--- config.mk ---
export PLATFORM = sky130hd
export DESIGN_NAME = ntp_response_time_sync
export DESIGN_NICKNAME = d
export VERILOG_FILES = /design/src/design/ntpts_pkg.sv /design/src/design/ntp_response_time_sync.sv
export SDC_FILE = /design/constraint.sdc
export NUM_CORES = 2
export LEC_CHECK = 0
export BUFFER_PORTS_ARGS = -buffer_cell sky130_fd_sc_hd__buf_2
export CAP_MARGIN = 10
export CORE_ASPECT_RATIO = 0.8
export CORE_MARGIN = 2
export CORE_UTILIZATION = 60
export DETAILED_ROUTE_END_ITERATION = 10
export PLACE_DENSITY = 0.79
export RECOVER_POWER = 25
export SYNTH_ARGS = -nofsm -noshare
export SYNTH_HDL_FRONTEND = slang
export SYNTH_SLANG_ARGS = --single-unit
--- constraint.sdc ---
create_clock -name clk_i -period 28.5 [get_ports clk_i]
set_clock_uncertainty 0.2 [all_clocks]
set_input_delay 4.275 -clock clk_i [delete_from_list [all_inputs] [get_ports clk_i]]
set_output_delay 4.275 -clock clk_i [all_outputs]
set_load 0.01 [all_outputs]
--- src/design/ntpts_pkg.sv ---
// ntpts_pkg: shared types and constants for the ntp response time sync block
// holds the input and result word structs, opcode and status codes, register map
// no dependencies
package ntpts_pkg;

  // register map
  localparam int unsigned AddrW = 3;
  localparam logic [AddrW-3:0] RegMinUnix = 1'b0;
  localparam logic [31:0] MinUnixReset = 32'd946684800;

  // time conversion constants
  localparam logic [31:0] EpochGapSeconds = 32'd2208988800;
  localparam logic [19:0] MicrosPerSecond = 20'd1000000;

  // packet layout
  localparam logic [5:0] PacketBytes  = 6'd48;
  localparam logic [5:0] ModeByte     = 6'd0;
  localparam logic [5:0] SecondsFirst = 6'd40;
  localparam logic [5:0] SecondsLast  = 6'd43;
  localparam logic [5:0] FracFirst    = 6'd44;
  localparam logic [5:0] FracLast     = 6'd47;
  localparam logic [2:0] ServerMode   = 3'd4;

  typedef enum logic [1:0] {
    OP_REQUEST  = 2'd0,
    OP_RESPONSE = 2'd1,
    OP_BYTE     = 2'd2,
    OP_QUERY    = 2'd3
  } opcode_e;

  typedef enum logic [2:0] {
    ST_NONE      = 3'd0,
    ST_SYNCED    = 3'd1,
    ST_SHORT     = 3'd2,
    ST_BAD_MODE  = 3'd3,
    ST_TOO_OLD   = 3'd4
  } status_e;

  typedef struct packed {
    opcode_e     opcode;
    logic [63:0] local_micros;
    logic [7:0]  data_byte;
    logic        last_byte;
  } in_word_t;

  typedef struct packed {
    status_e     status;
    logic        is_synced;
    logic [63:0] packet_micros;
    logic [63:0] server_micros_at_sync;
    logic [63:0] local_micros_at_sync;
    logic [63:0] server_micros_now;
    logic [63:0] round_trip_micros;
  } out_word_t;

endpackage

--- src/design/ntp_response_time_sync.sv ---
// ntp_response_time_sync: sntp client time sync from timestamped events
// depends on ntpts_pkg for word structs, codes and constants
//
// usage
//   in channel (in_valid_i / in_ready_o / in_word_i) takes one event word per cycle
//   while in_ready_o is high: request sent, response interrupt, one received packet
//   byte (with last flag) or a time query. every word gives exactly one result word
//   on the out channel (out_valid_o / out_ready_i / out_word_o), in order.
//   a packet of at least 48 bytes with server mode in byte 0 and a transmit time no
//   older than min_unix_seconds updates the sync point; the result reports status
//   and the estimated server time now.
// pipeline and throughput
//   three register stages: input word, state update, result word. a word goes from
//   the input stage through the middle stage to out_word_o. one word per cycle is
//   sustained while out_ready_i is high; the word behind reads the updated sync state.
//   the seconds product is registered from the seconds word and the fraction product
//   is built one byte at a time, so the packet end needs only adds.
// stalls and reset
//   when the receiver holds out_ready_i low the result word holds, the stages behind
//   fill, and in_ready_o drops once the input stage cannot move on. reset empties all
//   stages, clears the sync state and sets min_unix_seconds to 946684800. the user
//   writes the apb register (byte address 0) only while idle; the block does not check.
module ntp_response_time_sync
  import ntpts_pkg::*;
(
  input  logic                 clk_i,
  input  logic                 rst_ni,
  // event words
  input  logic                 in_valid_i,
  output logic                 in_ready_o,
  input  in_word_t             in_word_i,
  // result words
  output logic                 out_valid_o,
  input  logic                 out_ready_i,
  output out_word_t            out_word_o,
  // configuration
  input  logic                 psel,
  input  logic                 penable,
  input  logic                 pwrite,
  input  logic [AddrW-1:0]     paddr,
  input  logic [31:0]          pwdata,
  output logic [31:0]          prdata,
  output logic                 pready
);

  // ---------------------------------------------------------------- config
  logic [31:0] min_unix_q;
  logic        cfg_wr;

  assign pready = 1'b1;
  assign cfg_wr = psel && penable && pwrite && pready;

  always_ff @(posedge clk_i or negedge rst_ni) begin
    if (!rst_ni) begin
      min_unix_q <= MinUnixReset;
    end else if (cfg_wr && paddr[AddrW-1:2] == RegMinUnix) begin
      min_unix_q <= pwdata;
    end
  end

  always_comb begin
    if (paddr[AddrW-1:2] == RegMinUnix) begin
      prdata = min_unix_q;
    end else begin
      prdata = '0;
    end
  end

  // ---------------------------------------------------------------- pipeline control
  logic a_vld_q, b_vld_q, c_vld_q;
  logic c_free, b_free, a_free;
  logic a_adv, b_adv;

  assign c_free     = !c_vld_q || out_ready_i;
  assign b_adv      = b_vld_q && c_free;
  assign b_free     = !b_vld_q || c_free;
  assign a_adv      = a_vld_q && b_free;
  assign a_free     = !a_vld_q || b_free;
  assign in_ready_o = a_free;

  always_ff @(posedge clk_i or negedge rst_ni) begin
    if (!rst_ni) begin
      a_vld_q <= 1'b0;
      b_vld_q <= 1'b0;
      c_vld_q <= 1'b0;
    end else begin
      if (a_free) begin
        a_vld_q <= in_valid_i;
      end
      if (b_free) begin
        b_vld_q <= a_vld_q;
      end
      if (c_free) begin
        c_vld_q <= b_vld_q;
      end
    end
  end

  // input stage
  in_word_t a_word_q;

  always_ff @(posedge clk_i) begin
    if (a_free && in_valid_i) begin
      a_word_q <= in_word_i;
    end
  end

  // ---------------------------------------------------------------- sync state
  logic [5:0]  cnt_q, cnt_d;
  logic        mode_ok_q, mode_ok_d;
  logic [31:0] sec_word_q, sec_word_d;
  logic [51:0] frac_prod_q, frac_prod_d;   // fraction bytes so far times one million
  logic [63:0] req_q, req_d;
  logic [63:0] resp_q, resp_d;
  logic [63:0] rtt_q, rtt_d;               // resp minus req, kept current
  logic [63:0] srv_q, srv_d;
  logic [63:0] loc_q, loc_d;
  logic [63:0] sync_rtt_q, sync_rtt_d;
  logic        synced_q, synced_d;
  logic [51:0] sec_us_q;                   // unix seconds times one million

  logic [31:0] unix_secs;
  logic [27:0] byte_us;
  status_e     status_d;
  logic [63:0] packet_us_d;

  assign unix_secs = sec_word_q - EpochGapSeconds;
  assign byte_us   = 28'(a_word_q.data_byte) * 28'(MicrosPerSecond);

  always_comb begin
    cnt_d       = cnt_q;
    mode_ok_d   = mode_ok_q;
    sec_word_d  = sec_word_q;
    frac_prod_d = frac_prod_q;
    req_d       = req_q;
    resp_d      = resp_q;
    rtt_d       = rtt_q;
    srv_d       = srv_q;
    loc_d       = loc_q;
    sync_rtt_d  = sync_rtt_q;
    synced_d    = synced_q;
    status_d    = ST_NONE;
    packet_us_d = '0;
    unique case (a_word_q.opcode)
      OP_REQUEST: begin
        req_d = a_word_q.local_micros;
        rtt_d = resp_q - a_word_q.local_micros;
      end
      OP_RESPONSE: begin
        resp_d = a_word_q.local_micros;
        rtt_d  = a_word_q.local_micros - req_q;
      end
      OP_BYTE: begin
        if (cnt_q < PacketBytes) begin
          if (cnt_q == ModeByte) begin
            mode_ok_d = (a_word_q.data_byte[2:0] == ServerMode);
          end
          if (cnt_q >= SecondsFirst && cnt_q <= SecondsLast) begin
            sec_word_d = {sec_word_q[23:0], a_word_q.data_byte};
          end
          if (cnt_q >= FracFirst && cnt_q <= FracLast) begin
            frac_prod_d = {frac_prod_q[43:0], 8'h00} + 52'(byte_us);
          end
          cnt_d = cnt_q + 6'd1;
        end
        if (a_word_q.last_byte) begin
          if (cnt_d < PacketBytes) begin
            status_d = ST_SHORT;
          end else if (!mode_ok_d) begin
            status_d = ST_BAD_MODE;
          end else if (unix_secs < min_unix_q) begin
            status_d = ST_TOO_OLD;
          end else begin
            packet_us_d = 64'(sec_us_q) + 64'(frac_prod_d[51:32]);
            srv_d       = packet_us_d + {1'b0, rtt_q[63:1]};
            loc_d       = resp_q;
            sync_rtt_d  = rtt_q;
            synced_d    = 1'b1;
            status_d    = ST_SYNCED;
          end
          // packet closed, start over
          cnt_d       = '0;
          mode_ok_d   = 1'b0;
          sec_word_d  = '0;
          frac_prod_d = '0;
        end
      end
      OP_QUERY: begin
      end
      default: begin
      end
    endcase
  end

  always_ff @(posedge clk_i or negedge rst_ni) begin
    if (!rst_ni) begin
      cnt_q       <= '0;
      mode_ok_q   <= 1'b0;
      sec_word_q  <= '0;
      frac_prod_q <= '0;
      req_q       <= '0;
      resp_q      <= '0;
      rtt_q       <= '0;
      srv_q       <= '0;
      loc_q       <= '0;
      sync_rtt_q  <= '0;
      synced_q    <= 1'b0;
    end else if (a_adv) begin
      cnt_q       <= cnt_d;
      mode_ok_q   <= mode_ok_d;
      sec_word_q  <= sec_word_d;
      frac_prod_q <= frac_prod_d;
      req_q       <= req_d;
      resp_q      <= resp_d;
      rtt_q       <= rtt_d;
      srv_q       <= srv_d;
      loc_q       <= loc_d;
      sync_rtt_q  <= sync_rtt_d;
      synced_q    <= synced_d;
    end
  end

  // seconds product is registered from the seconds word; the packet end is at
  // least four bytes after the last seconds byte
  always_ff @(posedge clk_i or negedge rst_ni) begin
    if (!rst_ni) begin
      sec_us_q <= '0;
    end else begin
      sec_us_q <= 52'(unix_secs) * 52'(MicrosPerSecond);
    end
  end

  // ---------------------------------------------------------------- middle stage
  status_e     b_status_q;
  logic [63:0] b_packet_q;
  logic [63:0] b_now_q;

  always_ff @(posedge clk_i) begin
    if (a_adv) begin
      b_status_q <= status_d;
      b_packet_q <= packet_us_d;
      b_now_q    <= a_word_q.local_micros;
    end
  end

  // ---------------------------------------------------------------- result stage
  // the sync state already holds this word's update while it sits in the middle stage
  out_word_t out_q;

  always_ff @(posedge clk_i) begin
    if (b_adv) begin
      out_q.status                <= b_status_q;
      out_q.is_synced             <= synced_q;
      out_q.packet_micros         <= b_packet_q;
      out_q.server_micros_at_sync <= srv_q;
      out_q.local_micros_at_sync  <= loc_q;
      out_q.server_micros_now     <= synced_q ? srv_q + (b_now_q - loc_q) : '0;
      out_q.round_trip_micros     <= sync_rtt_q;
    end
  end

  assign out_valid_o = c_vld_q;
  assign out_word_o  = out_q;

  // ---------------------------------------------------------------- checks
  a_synced_flag : assert property (@(posedge clk_i) disable iff (!rst_ni)
    out_valid_o && out_word_o.status == ST_SYNCED |-> out_word_o.is_synced)
    else $error("synced status without sync flag");

  a_packet_zero : assert property (@(posedge clk_i) disable iff (!rst_ni)
    out_valid_o && out_word_o.status != ST_SYNCED |-> out_word_o.packet_micros == '0)
    else $error("packet time on a word that did not sync");

  a_unsynced_now : assert property (@(posedge clk_i) disable iff (!rst_ni)
    out_valid_o && !out_word_o.is_synced |-> out_word_o.server_micros_now == '0)
    else $error("server time reported while unsynced");

  a_count_range : assert property (@(posedge clk_i) disable iff (!rst_ni)
    cnt_q <= PacketBytes)
    else $error("byte count past packet length");

  a_stall_full : assert property (@(posedge clk_i) disable iff (!rst_ni)
    !in_ready_o |-> a_vld_q && b_vld_q && c_vld_q && !out_ready_i)
    else $error("input stalled with room in the pipeline");

  a_sync_sticky : assert property (@(posedge clk_i) disable iff (!rst_ni)
    $past(synced_q) |-> synced_q)
    else $error("sync flag dropped");

endmodule

* Word level (Yosys, flattened, before mapping)
Cells that the tools add are included.
Word-level totals: register bits after elaboration 1087, bits of input ports 117, output and inout port bits 359, word-level logic and storage cells 111
Operators by class: $add $sub $neg 9, $mul 2, order comparisons 7, eq/ne operators 5, mux-type cells 19, bitwise operators 6, reduce and logical (&&, ||, !) cells 30
Operator list (count):
- 52-bit two-way mux | 4
- 64-bit subtractor | 3
- 32-bit two-way mux | 4
- 64-bit case mux with 2 select lines | 1
- 53-bit by 63-bit adder with 64-bit output | 1
- 64-bit adder | 1
- 52-bit by 20-bit adder with 53-bit output | 1
- 52-bit by 28-bit adder with 52-bit output | 1
- 32-bit by 14-bit multiplier with 46-bit output (second input constant) | 1
- 32-bit < comparator | 1
- 32-bit subtractor (second input constant) | 1
- 8-bit by 14-bit multiplier with 22-bit output (second input constant) | 1
- 6-bit two-way mux | 3
- 6-bit >= comparator (second input constant) | 2
- 6-bit <= comparator (second input constant) | 2
- 6-bit < comparator (second input constant) | 2
- 2-bit AND reduction | 5
- 1-bit logical AND | 8
- 4-bit AND reduction | 2
- 6-bit by 1-bit adder with 6-bit output (second input constant) | 1
- 6-bit zero test | 1
- 3-bit inequality test (second input constant) | 2
- 1-bit inverter | 6
- 6-bit AND reduction | 1
- other kinds (13) | 23

* Logic depth before layout (Yosys ltp)
word-level depth 7, mapped depth 51, depth with buffers taken out 49

* Least setup slack after synthesis
OpenSTA, ideal clock, no wires.
path kind input to register, from input out_ready_i, to register out_q (netlist bit out_word_o[0]), enable pin, arrival time 11.449 ns, setup slack 16.138 ns, stages 2, buffers on the path 0, cells stage by stage nand2b_1 > and2_1
Between the ends: cells in the longest elaborated chain, start to end 2
RTL lines:
- start: declaration | line ntp_response_time_sync.sv:34 | input logic out_ready_i,
- 1-bit logical OR | line ntp_response_time_sync.sv:74 | assign c_free = !c_vld_q || out_ready_i;
- 1-bit logical AND | line ntp_response_time_sync.sv:75 | assign b_adv = b_vld_q && c_free;
- named net b_adv | line ntp_response_time_sync.sv:72 | logic a_adv, b_adv;
- end: declaration | line ntp_response_time_sync.sv:248 | out_word_t out_q;
The timed path passes the listed nets, and every way through them passes these cells. A chain may end at the register's enable or synchronous reset.

* Worst setup path after layout
from register a_word_q[3] in the netlist's numbering, to register srv_q[55]
Between the ends: cells in the longest elaborated chain, start to end 7
RTL lines:
- start: declaration | line ntp_response_time_sync.sv:100 | in_word_t a_word_q;
- start signal: assignment | line ntp_response_time_sync.sv:104 | a_word_q <= in_word_i;
- 8-bit by 14-bit multiplier with 22-bit output | line ntp_response_time_sync.sv:128 | assign byte_us = 28'(a_word_q.data_byte) * 28'(MicrosPerSecond);
- 52-bit by 28-bit adder with 52-bit output | line ntp_response_time_sync.sv:162 | frac_prod_d = {frac_prod_q[43:0], 8'h00} + 52'(byte_us);
- 52-bit two-way mux | line ntp_response_time_sync.sv:161 | if (cnt_q >= FracFirst && cnt_q <= FracLast) begin
- 52-bit two-way mux | line ntp_response_time_sync.sv:154 | if (cnt_q < PacketBytes) begin
- 52-bit two-way mux | line ntp_response_time_sync.sv:144 | unique case (a_word_q.opcode)
- 52-bit by 20-bit adder with 53-bit output | line ntp_response_time_sync.sv:174 | packet_us_d = 64'(sec_us_q) + 64'(frac_prod_d[51:32]);
- 53-bit by 63-bit adder with 64-bit output | line ntp_response_time_sync.sv:175 | srv_d = packet_us_d + {1'b0, rtt_q[63:1]};
- end signal: assignment | line ntp_response_time_sync.sv:216 | srv_q <= srv_d;
- end: declaration | line ntp_response_time_sync.sv:116 | logic [63:0] srv_q, srv_d;
Parallel ways exist; a longest one is shown, timed or not. The select of a mux whose other input is x is not followed.

==> results.env <==
OUTCOME='finished with violations'
VIOLATIONS='max-capacitance violations, max-slew violations'
POST_ROUTE_CELLS_DRIVE_ABOVE_1_SHARE=0.1090
CTS.PATH.MAX_BUFFERS=3
CRITICAL_PATH_MAXIMUM_FANOUT=12
CP-END-KIND='register'
CRITPATHARRIVALTIME_NS=13.12
SYNTH_ENABLE_FLOP_CELLS=508
FLOORPLAN.IO_PINS=476
HOLDBUFCOUNTCTS=0
CLK_PIN_SLEW_WORST_PATHS_NS=0.06
DETAIL-ROUTE-ANTENNA-NETS=0
SWITCHING_PORTION_OF_TOTAL_POWER=0.4493
FLOORPLAN.ROWS=107
DETAILEDROUTE.FIRSTPASSITERATIONCOUNT=6
CRIT_SLOWEST_CELL='sky130_fd_sc_hd__a21oi_1'
POWER_FRAC_COMB=0.611
SYNTHESIZED_AREA_PER_CELL_UM2=9.975
FINALWORSTPATHREQUIREDPERIOD_NS=12.76
FINISH.UTILIZATION=0.6767
MAX-SLEW-MARGIN-REL=-2.713
REQ_TIME_CRIT_PATH_NS=28.87
GR-TOTAL-OVERFLOW=0
AVGVIACOUNTPERCELL=5.930
TNS_NS=0
CAP_VIOL_MAX_COUNT=5
SYNTH_FLOP_CELL='sky130_fd_sc_hd__dfrtp_1'
FIRST_GLOBAL_VIAS=48180
PRE_CTS_WS_NS=15.93
POWER.SHARE.SEQUENTIAL=0.226
CTS_TREE='yes'
NETLIST_AREA_MM2=0.06503
SYNTH.YOSYS.SEQ_AREA_SHARE=0.4468
CP_SLOWEST_STAGE_DELAY_NS=0.94
DIE-HEIGHT_UM=298.5
CTS_HTREE_LEVELS=3
FILL_CELLS=8287
REMAINING_DRC_ERRORS=0
TIMING_MAX_TRANSITION_VIOLATIONS_FINAL=249
VDD_DROP_MAX_mV=0.2793
CRITICAL_PATH_CLASS='reg2reg'
TRACK_USAGE=0.3306
YOSYS-TOP-CELLS-COUNT='sky130_fd_sc_hd__nand2_1, sky130_fd_sc_hd__inv_1, sky130_fd_sc_hd__dfrtp_1'
FINAL_NETS=7769
ROUTED-VIA-COUNT=49990
YS_SEQ_ELEMENTS=1059
DRT-WIRELENGTH-PER-CELL_UM=21.86
POSTCTSRESIZEDCELLS=0
DIE_AREA_MM2=0.1110
GP_CONGESTION=0.9804
TIMING.FINAL.WS_SETUP_NS=15.74
CRITICAL_PATH.STARTPOINT_TYPE='register'
YOSYSWARNINGS=0
DRT-TOTAL-WL_UM=184300
PLACEABLECOREAREA_MM2=0.1070
POWER_FRAC_CLOCK=0.164
DETAILEDROUTE.FIRSTITERATIONVIOLATIONS=5377
SIGNED_AREA_CHANGE_FROM_THE_SYNTHESIZED_NETLIST_TO_THE_FINAL_LAYOUT_PCT=11.31
CLK_LATENCY_NS=0.74
CTS_SETUP_BUFFERS=0
FLOORPLAN.INITIALDENSITY=0.6079
WIRE_LENGTH_OF_THE_FIRST_GLOBAL_ROUTING_PASS_UM=281400
POST-ROUTE-PERIOD-UTIL=0.4477
TIGHTEST_SLEW_NS=5.569
INTERNAL-POWER_mW=5.090
PWR_PER_CELL_AREA_mW_PER_MM2=127.7
SYNTH_MOST_COMMON_CELL='sky130_fd_sc_hd__nand2_1'
MAXIMUM_NUMBER_OF_PINS_ON_ONE_NET_BEFORE_GLOBAL_ROUTE_REPAIR=155
MIN-DELAY-PATH-CLASS='reg2reg'
CLOCK_SINKS=1059
P_SW_mW=4.153
SYNTHESIS.INSTANCES=6519
SYNTH.TOP_CELLS.BY_AREA='sky130_fd_sc_hd__edfxtp_1, sky130_fd_sc_hd__dfrtp_1, sky130_fd_sc_hd__ha_1, sky130_fd_sc_hd__fa_1, sky130_fd_sc_hd__nand2_1'
CRIT_PATH_FREQUENT_CELL='sky130_fd_sc_hd__a21oi_1'
FINALHOLDVIOLCOUNT=0
ASYNCSETRESETFLOPFRACSYNTH=0.5203
POST-DP-HPWL_UM=140400
CTS-BUFFERS-INSERTED=105
STATIC-LEAKAGE-POWER_nW=33.93
GRT_SETUP_UNREPAIRED='false'
REPORT.FINAL.SETUP_VIOL=0
HORIZONTAL_DIE_DIMENSION_UM=372.1
SYNTHDISTINCTLIBCELLS=97
TOTALPOWERFINAL_mW=9.243
CTS-ROOT-BUF='sky130_fd_sc_hd__clkbuf_16'
YOSYS.AREA.TOP_TYPE='sky130_fd_sc_hd__edfxtp_1'
MAXCLOCKFREQUENCY_GHz=0.07837
AREA_SHARE_OF_THE_LEADING_CELL_TYPE_IN_THE_SYNTHESIZED_NETLIST=0.2346
IO_BUFFERS=461
ANTENNA_VIOLATIONS_BEFORE_REPAIR=9
-- power groups by stage --
stage	logic (mW)	clock network [mW]	registers [mW]
2_1_floorplan	4.17	0	2.07
3_3_place_gp	5.46	0	2.10
3_5_place_dp	5.54	0	2.11
4_1_cts	5.60	1.52	2.08
5_1_grt	6.28	1.58	2.10
6_report	5.65	1.51	2.08
-- routing by layer --
metal	vias to the layer above	wire, µm	GRT usage
li1	23180	-	-
met1	24440	81520	0.4908
met2	2085	80730	0.4928
met3	289	16610	0.07023
met4	2	5426	0.09044
met5	-	5	0
-- final cells by class --
class	count	area [µm²]	share of cell area
Multi-Input combinational cell	4534	32480	0.4488
Clock buffer	136	2950	0.04076
Antenna cell	3	7.507	0.0001037
Inverter	703	2641	0.03649
Sequential cell	1059	29060	0.4014
Timing Repair Buffer	515	2679	0.03701
Tap cell	1417	1773	0.02449
Clock inverter	64	790.8	0.01092
-- worst max-delay path: cells and delay by family (launching register included) --
| kind | cells | cell delay, ns |
|---|---|---|
| xor gates and xnor gates | 3 | 0.90 |
| DFF | 1 | 0.60 |
| AOI/OAI and AO/OA | 19 | 4.95 |
| adders and majority gates | 8 | 3.47 |
| buffers and inverters | 3 | 0.20 |
| and+or+nand+nor | 12 | 2.23 |
-- flip-flops by register name, indices dropped and copies added, names as in the netlist --
register,cells
b_vld_q,1
b_now_q,64
out_word_o,313
srv_q,64
synced_q,1
sec_us_q,46
min_unix_q,32
rtt_q,64
cnt_q,6
frac_prod_q,46
sec_word_q,32
mode_ok_q,1
loc_q,64
a_vld_q,1
a_word_q,75
req_q,64
b_packet_q,53
sync_rtt_q,64
b_status_q,3
out_valid_o,1
resp_q,64
-- logic make-up after synthesis --
| group | count (synthesis) | share of synthesized area |
|---|---|---|
| muxes | 46 | 0.007716 |
| DFF | 1059 | 0.4468 |
| xor gates and xnor gates | 383 | 0.05158 |
| and+or+nand+nor | 1887 | 0.1307 |
| buffers and inverters | 936 | 0.05524 |
| AOI/OAI and AO/OA | 1472 | 0.1415 |
| other | 2 | 0.0001155 |
| adders and majority gates | 734 | 0.1663 |
-- through the flow --
step	hold slack (ns)	cell area, µm²	std cells
after floorplan	0.2003	65070	6529
after global placement	0.2026	68700	8228
after detailed placement	0.2052	68700	8228
after CTS	0.2042	72440	8428
after global routing	0.2217	72380	8428
final	0.2155	72380	8431
-- placed cells by master, fill, tap and decap left out, types with 25 or more instances in the layout --
cell type,Yosys,routed
sky130_fd_sc_hd__a21oi_1,353,353
sky130_fd_sc_hd__nor3_1,69,69
sky130_fd_sc_hd__nor2b_1,73,72
sky130_fd_sc_hd__a211oi_1,41,41
sky130_fd_sc_hd__clkbuf_16,0,110
sky130_fd_sc_hd__buf_2,19,436
sky130_fd_sc_hd__nand3_1,116,116
sky130_fd_sc_hd__o21a_1,35,35
sky130_fd_sc_hd__fa_1,217,217
sky130_fd_sc_hd__clkbuf_1,185,45
sky130_fd_sc_hd__nor2_1,328,324
sky130_fd_sc_hd__nand2b_1,70,69
sky130_fd_sc_hd__and3_1,58,58
sky130_fd_sc_hd__or3_1,25,25
sky130_fd_sc_hd__inv_1,703,702
sky130_fd_sc_hd__nand2_1,952,951
sky130_fd_sc_hd__xor2_1,139,139
sky130_fd_sc_hd__o21ai_0,475,476
sky130_fd_sc_hd__dfrtp_1,539,539
sky130_fd_sc_hd__and2_1,35,28
sky130_fd_sc_hd__buf_4,12,49
sky130_fd_sc_hd__o211ai_1,25,25
sky130_fd_sc_hd__xnor2_1,244,244
sky130_fd_sc_hd__nand4_1,68,68
sky130_fd_sc_hd__o31ai_1,26,26
sky130_fd_sc_hd__o21bai_1,46,46
sky130_fd_sc_hd__a21o_1,218,218
sky130_fd_sc_hd__mux2_2,32,32
sky130_fd_sc_hd__edfxtp_1,508,508
sky130_fd_sc_hd__ha_1,517,517
sky130_fd_sc_hd__a31oi_1,54,54
-- path summary, 6_finish.rpt --
path | to | from | slack (ns) | cells after the start
max | srv_q[55] | a_word_q[3] | 15.74 | 45
min | out_word_o[256] | b_packet_q[0] | 0.22 | 0
max reg2reg | srv_q[55] | a_word_q[3] | 15.74 | 45
min reg2reg | out_word_o[256] | b_packet_q[0] | 0.22 | 0
max in group asynchronous | srv_q[7] | rst_ni | 18.37 | 3
min in group asynchronous | loc_q[60] | rst_ni | 5.33 | 1
(Power assumes the default switching activity.)
